### config.mk
export PLATFORM = sky130hd
export DESIGN_NAME = modbus_rtu_frame_builder_flat
export DESIGN_NICKNAME = d
export VERILOG_FILES = /design/src/hdl/mbrtu_pkg.sv /design/src/hdl/mbrtu_if.sv /design/src/hdl/modbus_rtu_frame_builder.sv /design/src/hdl/mbrtu_crc_cell.sv /design/src/hdl/mbrtu_serializer.sv /design/src/flat_wrapper.sv
export SDC_FILE = /design/constraint.sdc
export NUM_CORES = 1
export LEC_CHECK = 0
export BUFFER_PORTS_ARGS = -buffer_cell sky130_fd_sc_hd__buf_2
export CAP_MARGIN = 30
export CORE_MARGIN = 5
export CORE_UTILIZATION = 45
export DETAILED_ROUTE_END_ITERATION = 8
export GPL_TIMING_DRIVEN = 0
export PLACE_DENSITY = 0.69
export SLEW_MARGIN = 20
export SYNTH_ARGS = -nofsm -noshare
export SYNTH_HDL_FRONTEND = slang
export SYNTH_SLANG_ARGS = --single-unit
export TNS_END_PERCENT = 100
### constraint.sdc
create_clock -name clock -period 7.64 [get_ports clock]
set_clock_uncertainty 0.05 [all_clocks]
set_input_delay 1.528 -clock clock [delete_from_list [all_inputs] [get_ports clock]]
set_output_delay 1.528 -clock clock [all_outputs]
set_load 0.05 [all_outputs]
### src/hdl/mbrtu_pkg.sv
package mbrtu_pkg;

   localparam int unsigned FRAME_LEN = 8;
   localparam int unsigned CRC_SPAN  = 6;
   localparam int unsigned COUNT_W   = $clog2(FRAME_LEN);

   localparam logic [15:0] CRC_INIT      = 16'hFFFF;
   localparam logic [15:0] CRC_POLY      = 16'hA001;
   localparam logic [15:0] CRC_LSB_MASK  = 16'h0001;
   localparam logic [7:0]  SLAVE_RESET   = 8'h01;

   // Header bytes of one frame, byte 0 first on the wire.
   typedef logic [CRC_SPAN-1:0][7:0] span_type;

   typedef struct packed {
      span_type    bytes;
      logic [15:0] crc;
   } cell_data_type;

   typedef logic [FRAME_LEN-1:0][7:0] frame_type;

   // Fold one byte into a CRC-16/MODBUS running value, LSB first.
   function automatic logic [15:0] crc_byte(input logic [15:0] crc_prev,
                                            input logic [7:0]  data);
      logic [15:0] crc_acc;
      crc_acc = crc_prev ^ {8'h00, data};
      for (int b = 0; b < 8; b++) begin
         if ((crc_acc & CRC_LSB_MASK) != 16'h0000) begin
            crc_acc = (crc_acc >> 1) ^ CRC_POLY;
         end else begin
            crc_acc = crc_acc >> 1;
         end
      end
      return crc_acc;
   endfunction

endpackage

### src/hdl/mbrtu_if.sv
interface mbrtu_req_if;
   logic        valid;
   logic        ready;
   logic [7:0]  function_code;
   logic [15:0] register_address;
   logic [15:0] register_value;

   modport source (output valid, output function_code, output register_address,
                   output register_value, input ready);
   modport sink   (input valid, input function_code, input register_address,
                   input register_value, output ready);
endinterface

interface mbrtu_rsp_if;
   logic       valid;
   logic       ready;
   logic [7:0] frame_byte;
   logic       last_byte;

   modport source (output valid, output frame_byte, output last_byte, input ready);
   modport sink   (input valid, input frame_byte, input last_byte, output ready);
endinterface

interface mbrtu_csr_if;
   logic       valid;
   logic       ready;
   logic [7:0] slave_address;

   modport source (output valid, output slave_address, input ready);
   modport sink   (input valid, input slave_address, output ready);
endinterface

### src/hdl/modbus_rtu_frame_builder.sv
// Channel  Role  Payload                                         Accept
// req_chan sink  function_code, register_address, register_value valid && ready
// rsp_chan src   frame_byte, last_byte                            valid && ready
// csr_chan sink  slave_address                                    valid && ready
//
// Each request yields eight bytes, one per cycle while rsp_chan.ready is high; the next
// frame loads into the output register as the last byte of the current one is taken.
// An accepted request passes through six registered CRC cells into the frame register.
// Reset clears all valid bits and the byte counter; slave_address returns to 1.
// A low rsp_chan.ready holds the current byte; the cells then fill and req_chan.ready drops.
module modbus_rtu_frame_builder (
   input  logic              clock,
   input  logic              reset,
   mbrtu_req_if.sink         req_chan,
   mbrtu_rsp_if.source       rsp_chan,
   mbrtu_csr_if.sink         csr_chan
);

   localparam int unsigned NCELL = mbrtu_pkg::CRC_SPAN;

   logic [7:0] slave_address_ff;
   logic [7:0] slave_address_in;

   logic                     cell_valid [NCELL+1];
   logic                     cell_ready [NCELL+1];
   mbrtu_pkg::cell_data_type cell_data  [NCELL+1];

   // Config write: always taken; user must keep the block idle when it happens (unchecked).
   assign csr_chan.ready = 1'b1;

   always_comb begin
      slave_address_in = slave_address_ff;
      if (csr_chan.valid) begin
         slave_address_in = csr_chan.slave_address;
      end
   end

   always_ff @(posedge clock) begin
      if (reset) begin
         slave_address_ff <= mbrtu_pkg::SLAVE_RESET;
      end else begin
         slave_address_ff <= slave_address_in;
      end
   end

   // Head of the chain: build the six header bytes, seed the CRC.
   assign cell_valid[0]     = req_chan.valid;
   assign req_chan.ready    = cell_ready[0];
   assign cell_data[0].crc  = mbrtu_pkg::CRC_INIT;
   assign cell_data[0].bytes = {req_chan.register_value[7:0],
                                req_chan.register_value[15:8],
                                req_chan.register_address[7:0],
                                req_chan.register_address[15:8],
                                req_chan.function_code,
                                slave_address_ff};

   // Each cell folds one header byte and rotates it to the back, so after
   // all six the bytes are back in wire order.
   for (genvar k = 0; k < NCELL; k++) begin : g_cell
      mbrtu_crc_cell u_cell (
         .clock      (clock),
         .reset      (reset),
         .up_valid   (cell_valid[k]),
         .up_ready   (cell_ready[k]),
         .up_data    (cell_data[k]),
         .down_valid (cell_valid[k+1]),
         .down_ready (cell_ready[k+1]),
         .down_data  (cell_data[k+1])
      );
   end

   mbrtu_serializer u_serializer (
      .clock      (clock),
      .reset      (reset),
      .in_valid   (cell_valid[NCELL]),
      .in_ready   (cell_ready[NCELL]),
      .in_data    (cell_data[NCELL]),
      .out_valid  (rsp_chan.valid),
      .out_ready  (rsp_chan.ready),
      .frame_byte (rsp_chan.frame_byte),
      .last_byte  (rsp_chan.last_byte)
   );

endmodule

### src/hdl/mbrtu_crc_cell.sv
// One CRC step: fold the front header byte, rotate it to the back.
module mbrtu_crc_cell (
   input  logic                   clock,
   input  logic                   reset,
   input  logic                   up_valid,
   output logic                   up_ready,
   input  mbrtu_pkg::cell_data_type up_data,
   output logic                   down_valid,
   input  logic                   down_ready,
   output mbrtu_pkg::cell_data_type down_data
);

   logic                     valid_ff;
   logic                     valid_in;
   mbrtu_pkg::cell_data_type data_ff;
   mbrtu_pkg::cell_data_type data_in;
   logic                     load;

   assign up_ready = !valid_ff || down_ready;
   assign load     = up_valid && up_ready;

   always_comb begin
      data_in.crc   = mbrtu_pkg::crc_byte(up_data.crc, up_data.bytes[0]);
      data_in.bytes = {up_data.bytes[0], up_data.bytes[mbrtu_pkg::CRC_SPAN-1:1]};
   end

   always_comb begin
      valid_in = valid_ff;
      if (load) begin
         valid_in = 1'b1;
      end else if (down_ready) begin
         valid_in = 1'b0;
      end
   end

   always_ff @(posedge clock) begin
      if (reset) begin
         valid_ff <= 1'b0;
      end else begin
         valid_ff <= valid_in;
      end
   end

   always_ff @(posedge clock) begin
      if (load) begin
         data_ff <= data_in;
      end
   end

   assign down_valid = valid_ff;
   assign down_data  = data_ff;

endmodule

### src/hdl/mbrtu_serializer.sv
// Frame register: load header plus CRC, send one byte per accepted cycle.
module mbrtu_serializer (
   input  logic                   clock,
   input  logic                   reset,
   input  logic                   in_valid,
   output logic                   in_ready,
   input  mbrtu_pkg::cell_data_type in_data,
   output logic                   out_valid,
   input  logic                   out_ready,
   output logic [7:0]             frame_byte,
   output logic                   last_byte
);

   localparam logic [mbrtu_pkg::COUNT_W-1:0] LAST_COUNT =
      mbrtu_pkg::COUNT_W'(mbrtu_pkg::FRAME_LEN - 1);

   mbrtu_pkg::frame_type             frame_ff;
   mbrtu_pkg::frame_type             frame_in;
   logic [mbrtu_pkg::COUNT_W-1:0]    count_ff;
   logic [mbrtu_pkg::COUNT_W-1:0]    count_in;
   logic                             busy_ff;
   logic                             busy_in;
   logic                             load;
   logic                             send;

   assign send     = busy_ff && out_ready;
   assign last_byte = (count_ff == LAST_COUNT);
   assign in_ready = !busy_ff || (out_ready && last_byte);
   assign load     = in_valid && in_ready;

   always_comb begin
      busy_in  = busy_ff;
      count_in = count_ff;
      if (load) begin
         busy_in  = 1'b1;
         count_in = '0;
      end else if (send) begin
         busy_in  = !last_byte;
         count_in = count_ff + 1'b1;
      end
   end

   always_comb begin
      frame_in = frame_ff;
      if (load) begin
         // CRC goes low byte first, after the header.
         frame_in = {in_data.crc[15:8], in_data.crc[7:0], in_data.bytes};
      end else if (send) begin
         frame_in = {8'h00, frame_ff[mbrtu_pkg::FRAME_LEN-1:1]};
      end
   end

   always_ff @(posedge clock) begin
      if (reset) begin
         busy_ff  <= 1'b0;
         count_ff <= '0;
      end else begin
         busy_ff  <= busy_in;
         count_ff <= count_in;
      end
   end

   always_ff @(posedge clock) begin
      frame_ff <= frame_in;
   end

   assign out_valid  = busy_ff;
   assign frame_byte = frame_ff[0];

   a_load_starts_frame: assert property (@(posedge clock) disable iff (reset)
      load |=> (busy_ff && count_ff == '0))
      else $error("load did not start a frame at byte zero");

   a_midframe_stays_busy: assert property (@(posedge clock) disable iff (reset)
      (send && !last_byte) |=> busy_ff)
      else $error("frame dropped before its last byte");

   a_count_only_when_busy: assert property (@(posedge clock) disable iff (reset)
      (count_ff != '0) |-> busy_ff)
      else $error("byte counter advanced while idle");

   a_ready_when_idle: assert property (@(posedge clock) disable iff (reset)
      !busy_ff |-> in_ready)
      else $error("idle serializer refused a frame");

endmodule

### src/flat_wrapper.sv
// flat-port wrapper written by rule: the top's interface ports become plain ports
module modbus_rtu_frame_builder_flat 
  (clock, reset, req_chan_valid, req_chan_function_code, req_chan_register_address, req_chan_register_value, req_chan_ready, rsp_chan_valid, rsp_chan_frame_byte, rsp_chan_last_byte, rsp_chan_ready, csr_chan_valid, csr_chan_slave_address, csr_chan_ready);
  mbrtu_req_if req_chan_i ();
  mbrtu_rsp_if rsp_chan_i ();
  mbrtu_csr_if csr_chan_i ();
  input  logic clock;
  input  logic reset;
  input wire logic [$bits(req_chan_i.valid)-1:0] req_chan_valid;
  input wire logic [$bits(req_chan_i.function_code)-1:0] req_chan_function_code;
  input wire logic [$bits(req_chan_i.register_address)-1:0] req_chan_register_address;
  input wire logic [$bits(req_chan_i.register_value)-1:0] req_chan_register_value;
  output wire logic [$bits(req_chan_i.ready)-1:0] req_chan_ready;
  output wire logic [$bits(rsp_chan_i.valid)-1:0] rsp_chan_valid;
  output wire logic [$bits(rsp_chan_i.frame_byte)-1:0] rsp_chan_frame_byte;
  output wire logic [$bits(rsp_chan_i.last_byte)-1:0] rsp_chan_last_byte;
  input wire logic [$bits(rsp_chan_i.ready)-1:0] rsp_chan_ready;
  input wire logic [$bits(csr_chan_i.valid)-1:0] csr_chan_valid;
  input wire logic [$bits(csr_chan_i.slave_address)-1:0] csr_chan_slave_address;
  output wire logic [$bits(csr_chan_i.ready)-1:0] csr_chan_ready;
  assign req_chan_i.valid = req_chan_valid;
  assign req_chan_i.function_code = req_chan_function_code;
  assign req_chan_i.register_address = req_chan_register_address;
  assign req_chan_i.register_value = req_chan_register_value;
  assign req_chan_ready = req_chan_i.ready;
  assign rsp_chan_valid = rsp_chan_i.valid;
  assign rsp_chan_frame_byte = rsp_chan_i.frame_byte;
  assign rsp_chan_last_byte = rsp_chan_i.last_byte;
  assign rsp_chan_i.ready = rsp_chan_ready;
  assign csr_chan_i.valid = csr_chan_valid;
  assign csr_chan_i.slave_address = csr_chan_slave_address;
  assign csr_chan_ready = csr_chan_i.ready;
  modbus_rtu_frame_builder u_core (.clock(clock), .reset(reset), .req_chan(req_chan_i), .rsp_chan(rsp_chan_i), .csr_chan(csr_chan_i));
endmodule
==> key figures, run 1 <==
Timing
  – Final period util: 0.644
  – Max_slew headroom: 0.460
  – Worst slew pin tran: about 0.8 ns
  – Period minus WS final: 4.92 ns
  – Final hold violations: 0
  – Unrepaired setup endpoints after global routing: false
  – FMAX: approximately 200 MHz
  – Final worst slack: about 2.7 ns
  – Hold slack: about 0.36 ns
  – Setup violations, final: 0
  – Max Slew Vio Count: 0

Detailed routing
  – Remaining design rule violation count: 0
  – Drt pass-1 iters: 4
  – Vias/cell: roughly 4.7
  – Routed Antenna Nets: 0
  – Vias: 6,257
  – Iter 0 DRT Violations: about 420
  – Final WL: between 20,000 and 25,000 µm
  – Routed wire per std cell: ~17 µm

Place
  – Final Wtd Congestion: around 0.71
  – Port Buf Inserts: a little over 60
  – Area post-placement: about 18,000 µm²
  – Post-DP HPWL: ~16,000 µm
  – Worst slack, placed: 2.71 ns

Worst hold path
  – Hold Crit Class: reg2reg

Global route
  – Total GRT Usage: 0.120
  – Number of global-route vias before repair: 6,519
  – Largest net degree at the start of global routing: 28
  – First-pass GRT wire length: 36,500 µm
  – Initial antenna violation count: 0
  – GRT overflow: 0

CTS
  – CTS resizes: 0
  – Clock Sinks: between 400 and 500
  – CTS Root Cell: clkbuf_16
  – Deepest clock path buffer count: 3
  – Hold_buf cts: 0
  – CTS clk-pin slew, worst paths: around 0.070 ns
  – Setup Fix Bufs, Post-CTS: 0
  – H-tree depth: 2
  – Clk Latency, worst-skew pair: roughly 0.54 ns
  – CTS Buf Count: 43
  – CTS tree: yes

Logic synthesis
  – Synth Register Bits: between 400 and 500
  – Post-Synth Simple-Gate Area: 0.00995
  – Main flop type after synthesis: edfxtp_1
  – Ys async rst share: 0
  – Share of the yosys chip area belonging to registers: 0.847
  – Avg Synthesized Cell Area: roughly 23 µm²
  – Post-synthesis compound-gate area fraction: 0.00474
  – Largest family of logic cells by synthesized area: XOR/XNOR gates
  – Post-synth design cell area: approximately 16,000 µm²
  – Synth Instances: a little over 700
  – Synth Warn #: 0
  – EDFF count, synth: around 440
  – Synth cell types: 31
  – Leading area contributor after synthesis: edfxtp_1
  – Post-synth top area share: 0.825
  – Adder-Cell Fraction of Synth Area: 0.00156
  – Mux share of post-synthesis cell area: 0.0448
  – Synth top area cells: edfxtp_1 (82%), mux2_2 (3.9%), xnor2_1 (3.0%)
  – Syn nets: slightly below 800
  – Synth Area in XOR/XNOR: 0.0824

Job
  – Max-cap violations: 0

Finish
  – Final Cell Area: roughly 19,000 µm²
  – Most common cell after layout, fill and taps aside: edfxtp_1
  – ANT cells: 0
  – Most frequent cells in the layout: edfxtp_1 (442), buf_2 (65), xnor2_1 (56), mux2_2 (56), clkbuf_16 (44)
  – Synth-to-layout area growth: 18.0%
  – Ratio of cells with drive above 1 in the final layout: 0.267
  – Util after Layout: 0.537
  – Nets: just under 900

Setup path
  – Worst-path fanout max: 10
  – Endpoint class of the critical path: output port
  – Arr. time, crit path: roughly 3.3 ns
  – Setup Crit Path Kind: in2out
  – CP required: about 6.1 ns
  – Type of origin of the critical path: input port

Die
  – Rows: 69
  – Die Ht: between 150 and 200 µm
  – Core area: between 30,000 and 40,000 µm²
  – Die ar.: 39,600 µm²
  – Die width: roughly 200 µm
  – I/O pins: 65
  – Starting density of the core: 0.455

Outcome
  – Status: finished clean

Power and ir drop
  – Power density cells: 283 nW/µm²
  – Worst vdd ir: approximately 200 µV
  – Static leakage: roughly 0.0065 µW
-- cell usage after synthesis, types with 4 or more instances --
master    instances
inv_1             8
mux2_2           56
a21oi_1           7
buf_2             4
nor2_1           13
buf_4             9
xnor2_1          56
xnor2_2           6
dfxtp_1          18
clkbuf_1          7
xnor3_1          12
edfxtp_1        442
mux2i_1           9
xor2_1           27
and2_1            8
xor2_2            5
-- metrics by stage --
step	cells	total power (µW)	TNS (ns)
2_1_floorplan	714	3180	0
3_3_place_gp	1236	3250	-140.86
3_5_place_dp	1254	3270	0
4_1_cts	1333	5440	0
5_1_grt	1333	5570	0
6_report	1333	5380	0
-- flip-flops by register name, summed over array words and instances, names as in the netlist --
| name | count |
|---|---|
| u_core.slave_address_ff | 8 |
| u_core.u_serializer.out_valid | 1 |
| u_core.u_serializer.frame_byte | 8 |
| u_core.g_cell.u_cell.down_data | 378 |
| u_core.u_serializer.count_ff | 3 |
| u_core.u_serializer.frame_ff | 56 |
| u_core.g_cell.u_cell.down_valid | 6 |
-- cells by family after synthesis --
group | Yosys count
flip-flops | 460
other | 1
adder cells (fa/ha/maj) | 2
XOR/XNOR | 112
multiplexers | 65
AND/OR/NAND/NOR | 33
buffers and inverters | 28
AO/OA/AOI/OAI | 13
-- layout make-up --
cell class | count | area, µm²
Inverter | 8 | 30.0
Buffer | 20 | 114
Timing Repair Buffer | 79 | 768
Fill cell | 2648 | 16400
Clock buffer | 52 | 1130
Tap cell | 461 | 577
Sequential cell | 460 | 13600
Multi-Input combinational cell | 226 | 2390
Clock inverter | 27 | 344
-- power by group --
part	internal, µW	switching, µW	total (µW)
combinational	156	128	284
clock	1300	866	2170
sequential	2890	42.2	2930
-- final timing paths --
check                                        startpoint                               endpoint  slack, ns  cells after the start
setup / recovery                         rsp_chan_ready                         req_chan_ready       2.72                      6
hold / removal    u_core.g_cell[3].u_cell.down_data[57]  u_core.g_cell[4].u_cell.down_data[49]       0.36                      0
setup reg to reg        u_core.u_serializer.count_ff[1]  u_core.g_cell[2].u_cell.down_data[29]       4.46                      9
hold reg to reg   u_core.g_cell[3].u_cell.down_data[57]  u_core.g_cell[4].u_cell.down_data[49]       0.36                      0
-- layer usage --
| layer | wire [µm] | part of all wire | up-vias | global-route usage |
|---|---|---|---|---|
| li1 | - | - | 2972 | - |
| met5 | 0 | 0 | - | 0 |
| met4 | 469 | 0.020 | 0 | 0.0357 |
| met3 | 985 | 0.042 | 39 | 0.0172 |
| met1 | 9760 | 0.42 | 3109 | 0.160 |
| met2 | 12100 | 0.52 | 137 | 0.206 |
-- worst max-delay path, cell delays in order --
cell and delay (ns):
buf_2 0.10, a21boi_1 0.38, and3_1 0.22, clkbuf_1 0.61
nand3_1 0.22, buf_2 0.27
No activity file was read; power rests on OpenSTA's default activity.
==> run 2, diff against run 1 <==
- clock period: 7.64 -> 4.9 ns (I/O delays scaled with it)
==> key figures, run 2 (synthesized netlist as in run 1, its figures left out) <==
CTS
  – H-tree depth: 2
  – Clock Sinks: 460
  – CTS tree: yes
  – Setup Fix Bufs, Post-CTS: 0
  – CTS resizes: 0
  – CTS Buf Count: 43
  – Hold_buf cts: 0
  – Deepest clock path buffer count: 3
  – CTS Root Cell: clkbuf_16
  – Clk Latency, worst-skew pair: between 0.5 and 0.6 ns
  – CTS clk-pin slew, worst paths: 0.06 ns

Setup path
  – Largest stage delay, worst path: between 0.6 and 0.7 ns
  – Total stage count of the critical path: 7
  – Critical path's most frequent cell: ha_1
  – Cells along the critical path: ha_1 -> ha_1 -> a21boi_1 -> and3_1 -> clkbuf_1 -> nand3_1 -> buf_2
  – Worst path slowest cell: clkbuf_1
  – Setup Crit Path Kind: reg2out
  – R2R depth: 9
  – WP buf/inv: 2
  – Arr. time, crit path: approximately 3 ns
  – Worst-path fanout max: 10
  – Endpoint class of the critical path: output port
  – CP required: around 3.9 ns
  – Critical path's top delay family: buffers and inverters
  – Type of origin of the critical path: flip-flop

Detailed routing
  – Routed wire per std cell: between 15 and 20 µm
  – Final WL: ~23,000 µm
  – Vias/cell: roughly 4.6
  – Routed Antenna Nets: 0
  – Remaining design rule violation count: 0
  – Drt pass-1 iters: 4
  – Vias: around 6,000
  – Iter 0 DRT Violations: ~330

Timing
  – Max Slew Vio Count: 0
  – FMAX: 247 MHz
  – Max_slew headroom: 0.446
  – Hold slack: between 0.3 and 0.4 ns
  – Worst slew pin tran: a little over 0.8 ns
  – Final period util: 0.826
  – Period minus WS final: 4.05 ns
  – Fin Setup TNS: 0 ns
  – Final hold violations: 0
  – Setup violations, final: 0
  – Unrepaired setup endpoints after global routing: false

Power and ir drop
  – Worst vdd ir: approximately 310 µV
  – Static leakage: 0.00638 µW
  – NetSw: 1520 µW
  – Sequential fraction of design power: 0.572
  – Power density cells: about 420 nW/µm²
  – Clock network fraction of total power: 0.373
  – P_int: between 6000 and 7000 µW
  – Switching share of power: 0.191
  – Comb power frac: 0.055

Die
  – Die Ht: approximately 200 µm
  – Starting density of the core: 0.455
  – Die width: about 200 µm
  – Die ar.: just under 40,000 µm²
  – Rows: 69
  – Core area: 35,400 µm²
  – I/O pins: 65

Job
  – Max-cap violations: 0

Global route
  – Total GRT Usage: 0.118
  – Initial antenna violation count: 0
  – Number of global-route vias before repair: around 6,500
  – Largest net degree at the start of global routing: 28
  – GRT overflow: 0
  – First-pass GRT wire length: roughly 36,000 µm

Place
  – Post-DP HPWL: ~15,000 µm
  – Final Wtd Congestion: a little over 0.7
  – Port Buf Inserts: just over 60

Worst hold path
  – Hold Crit Class: reg2reg
  – WHS Path Cells: 0

Finish
  – Synth-to-layout area growth: 16.7%
  – Max FFs per register: 378
  – ANT cells: 0
  – Most common cell after layout, fill and taps aside: edfxtp_1
  – Nets: just under 900
  – Most frequent cells in the layout: edfxtp_1 (442), buf_2 (65), xnor2_1 (56), mux2_2 (56), clkbuf_16 (45)
  – Ratio of cells with drive above 1 in the final layout: 0.256

Outcome
  – Status: finished clean
==> run 2: cell count changes in the layout (fill, tap and decap cells not counted), sizes merged <==
cell,delta
clkinvlp,-1
bufinv,-6
inv,-2
clkbuf,+4
clkinv,-3
==> run 2: worst paths after layout <==
check,from,to,slack [ns]
worst max-delay path,u_core.u_serializer.count_ff[0],req_chan_ready,0.85
worst min-delay path,u_core.g_cell[1].u_cell.down_data[9],u_core.g_cell[2].u_cell.down_data[1],0.36
worst max register to register,u_core.u_serializer.count_ff[0],u_core.g_cell[2].u_cell.down_data[32],1.59
worst min register to register,u_core.g_cell[1].u_cell.down_data[9],u_core.g_cell[2].u_cell.down_data[1],0.36
==> run 2: layer usage <==
layer	global-route usage	vias to the layer above	share of wire
met3	0.0207	45	0.038
met4	0.0393	0	0.026
met2	0.201	105	0.52
met1	0.156	3052	0.42
li1	-	2958	-
met5	0	-	0
==> run 2: area by class of cell <==
class / count / area [µm²]
clock inverters: 15 / 86.3
fillers: 2694 / 16600
repair buffers: 79 / 768
multi-input cells: 226 / 2390
plain buffers: 20 / 114
well taps: 461 / 577
inverters: 8 / 30.0
clock buffers: 56 / 1170
flip-flops and latches: 460 / 13600
==> run 2: per-stage QoR <==
step / worst slack [ns] / total power, µW / std cells / util / instance area, µm²
2_1_floorplan: 0.0944 / 4960 / 714 / - / 16100
3_3_place_gp: -1.54 / 5060 / 1236 / 0.480 / 17000
3_5_place_dp: 1.09 / 5090 / 1254 / 0.495 / 17500
4_1_cts: 0.849 / 8070 / 1325 / 0.530 / 18800
5_1_grt: 0.719 / 8290 / 1325 / 0.530 / 18800
6_report: 0.852 / 7980 / 1325 / 0.530 / 18800
==> run 2: power by group through the flow <==
stage	Clock (µW)	Combinational, µW	Sequential (µW)
final	2980	436	4560
after global routing	3240	474	4580
after CTS	3060	444	4570
after detailed placement	0	442	4650
after global placement	0	406	4650
after floorplan	0	330	4630
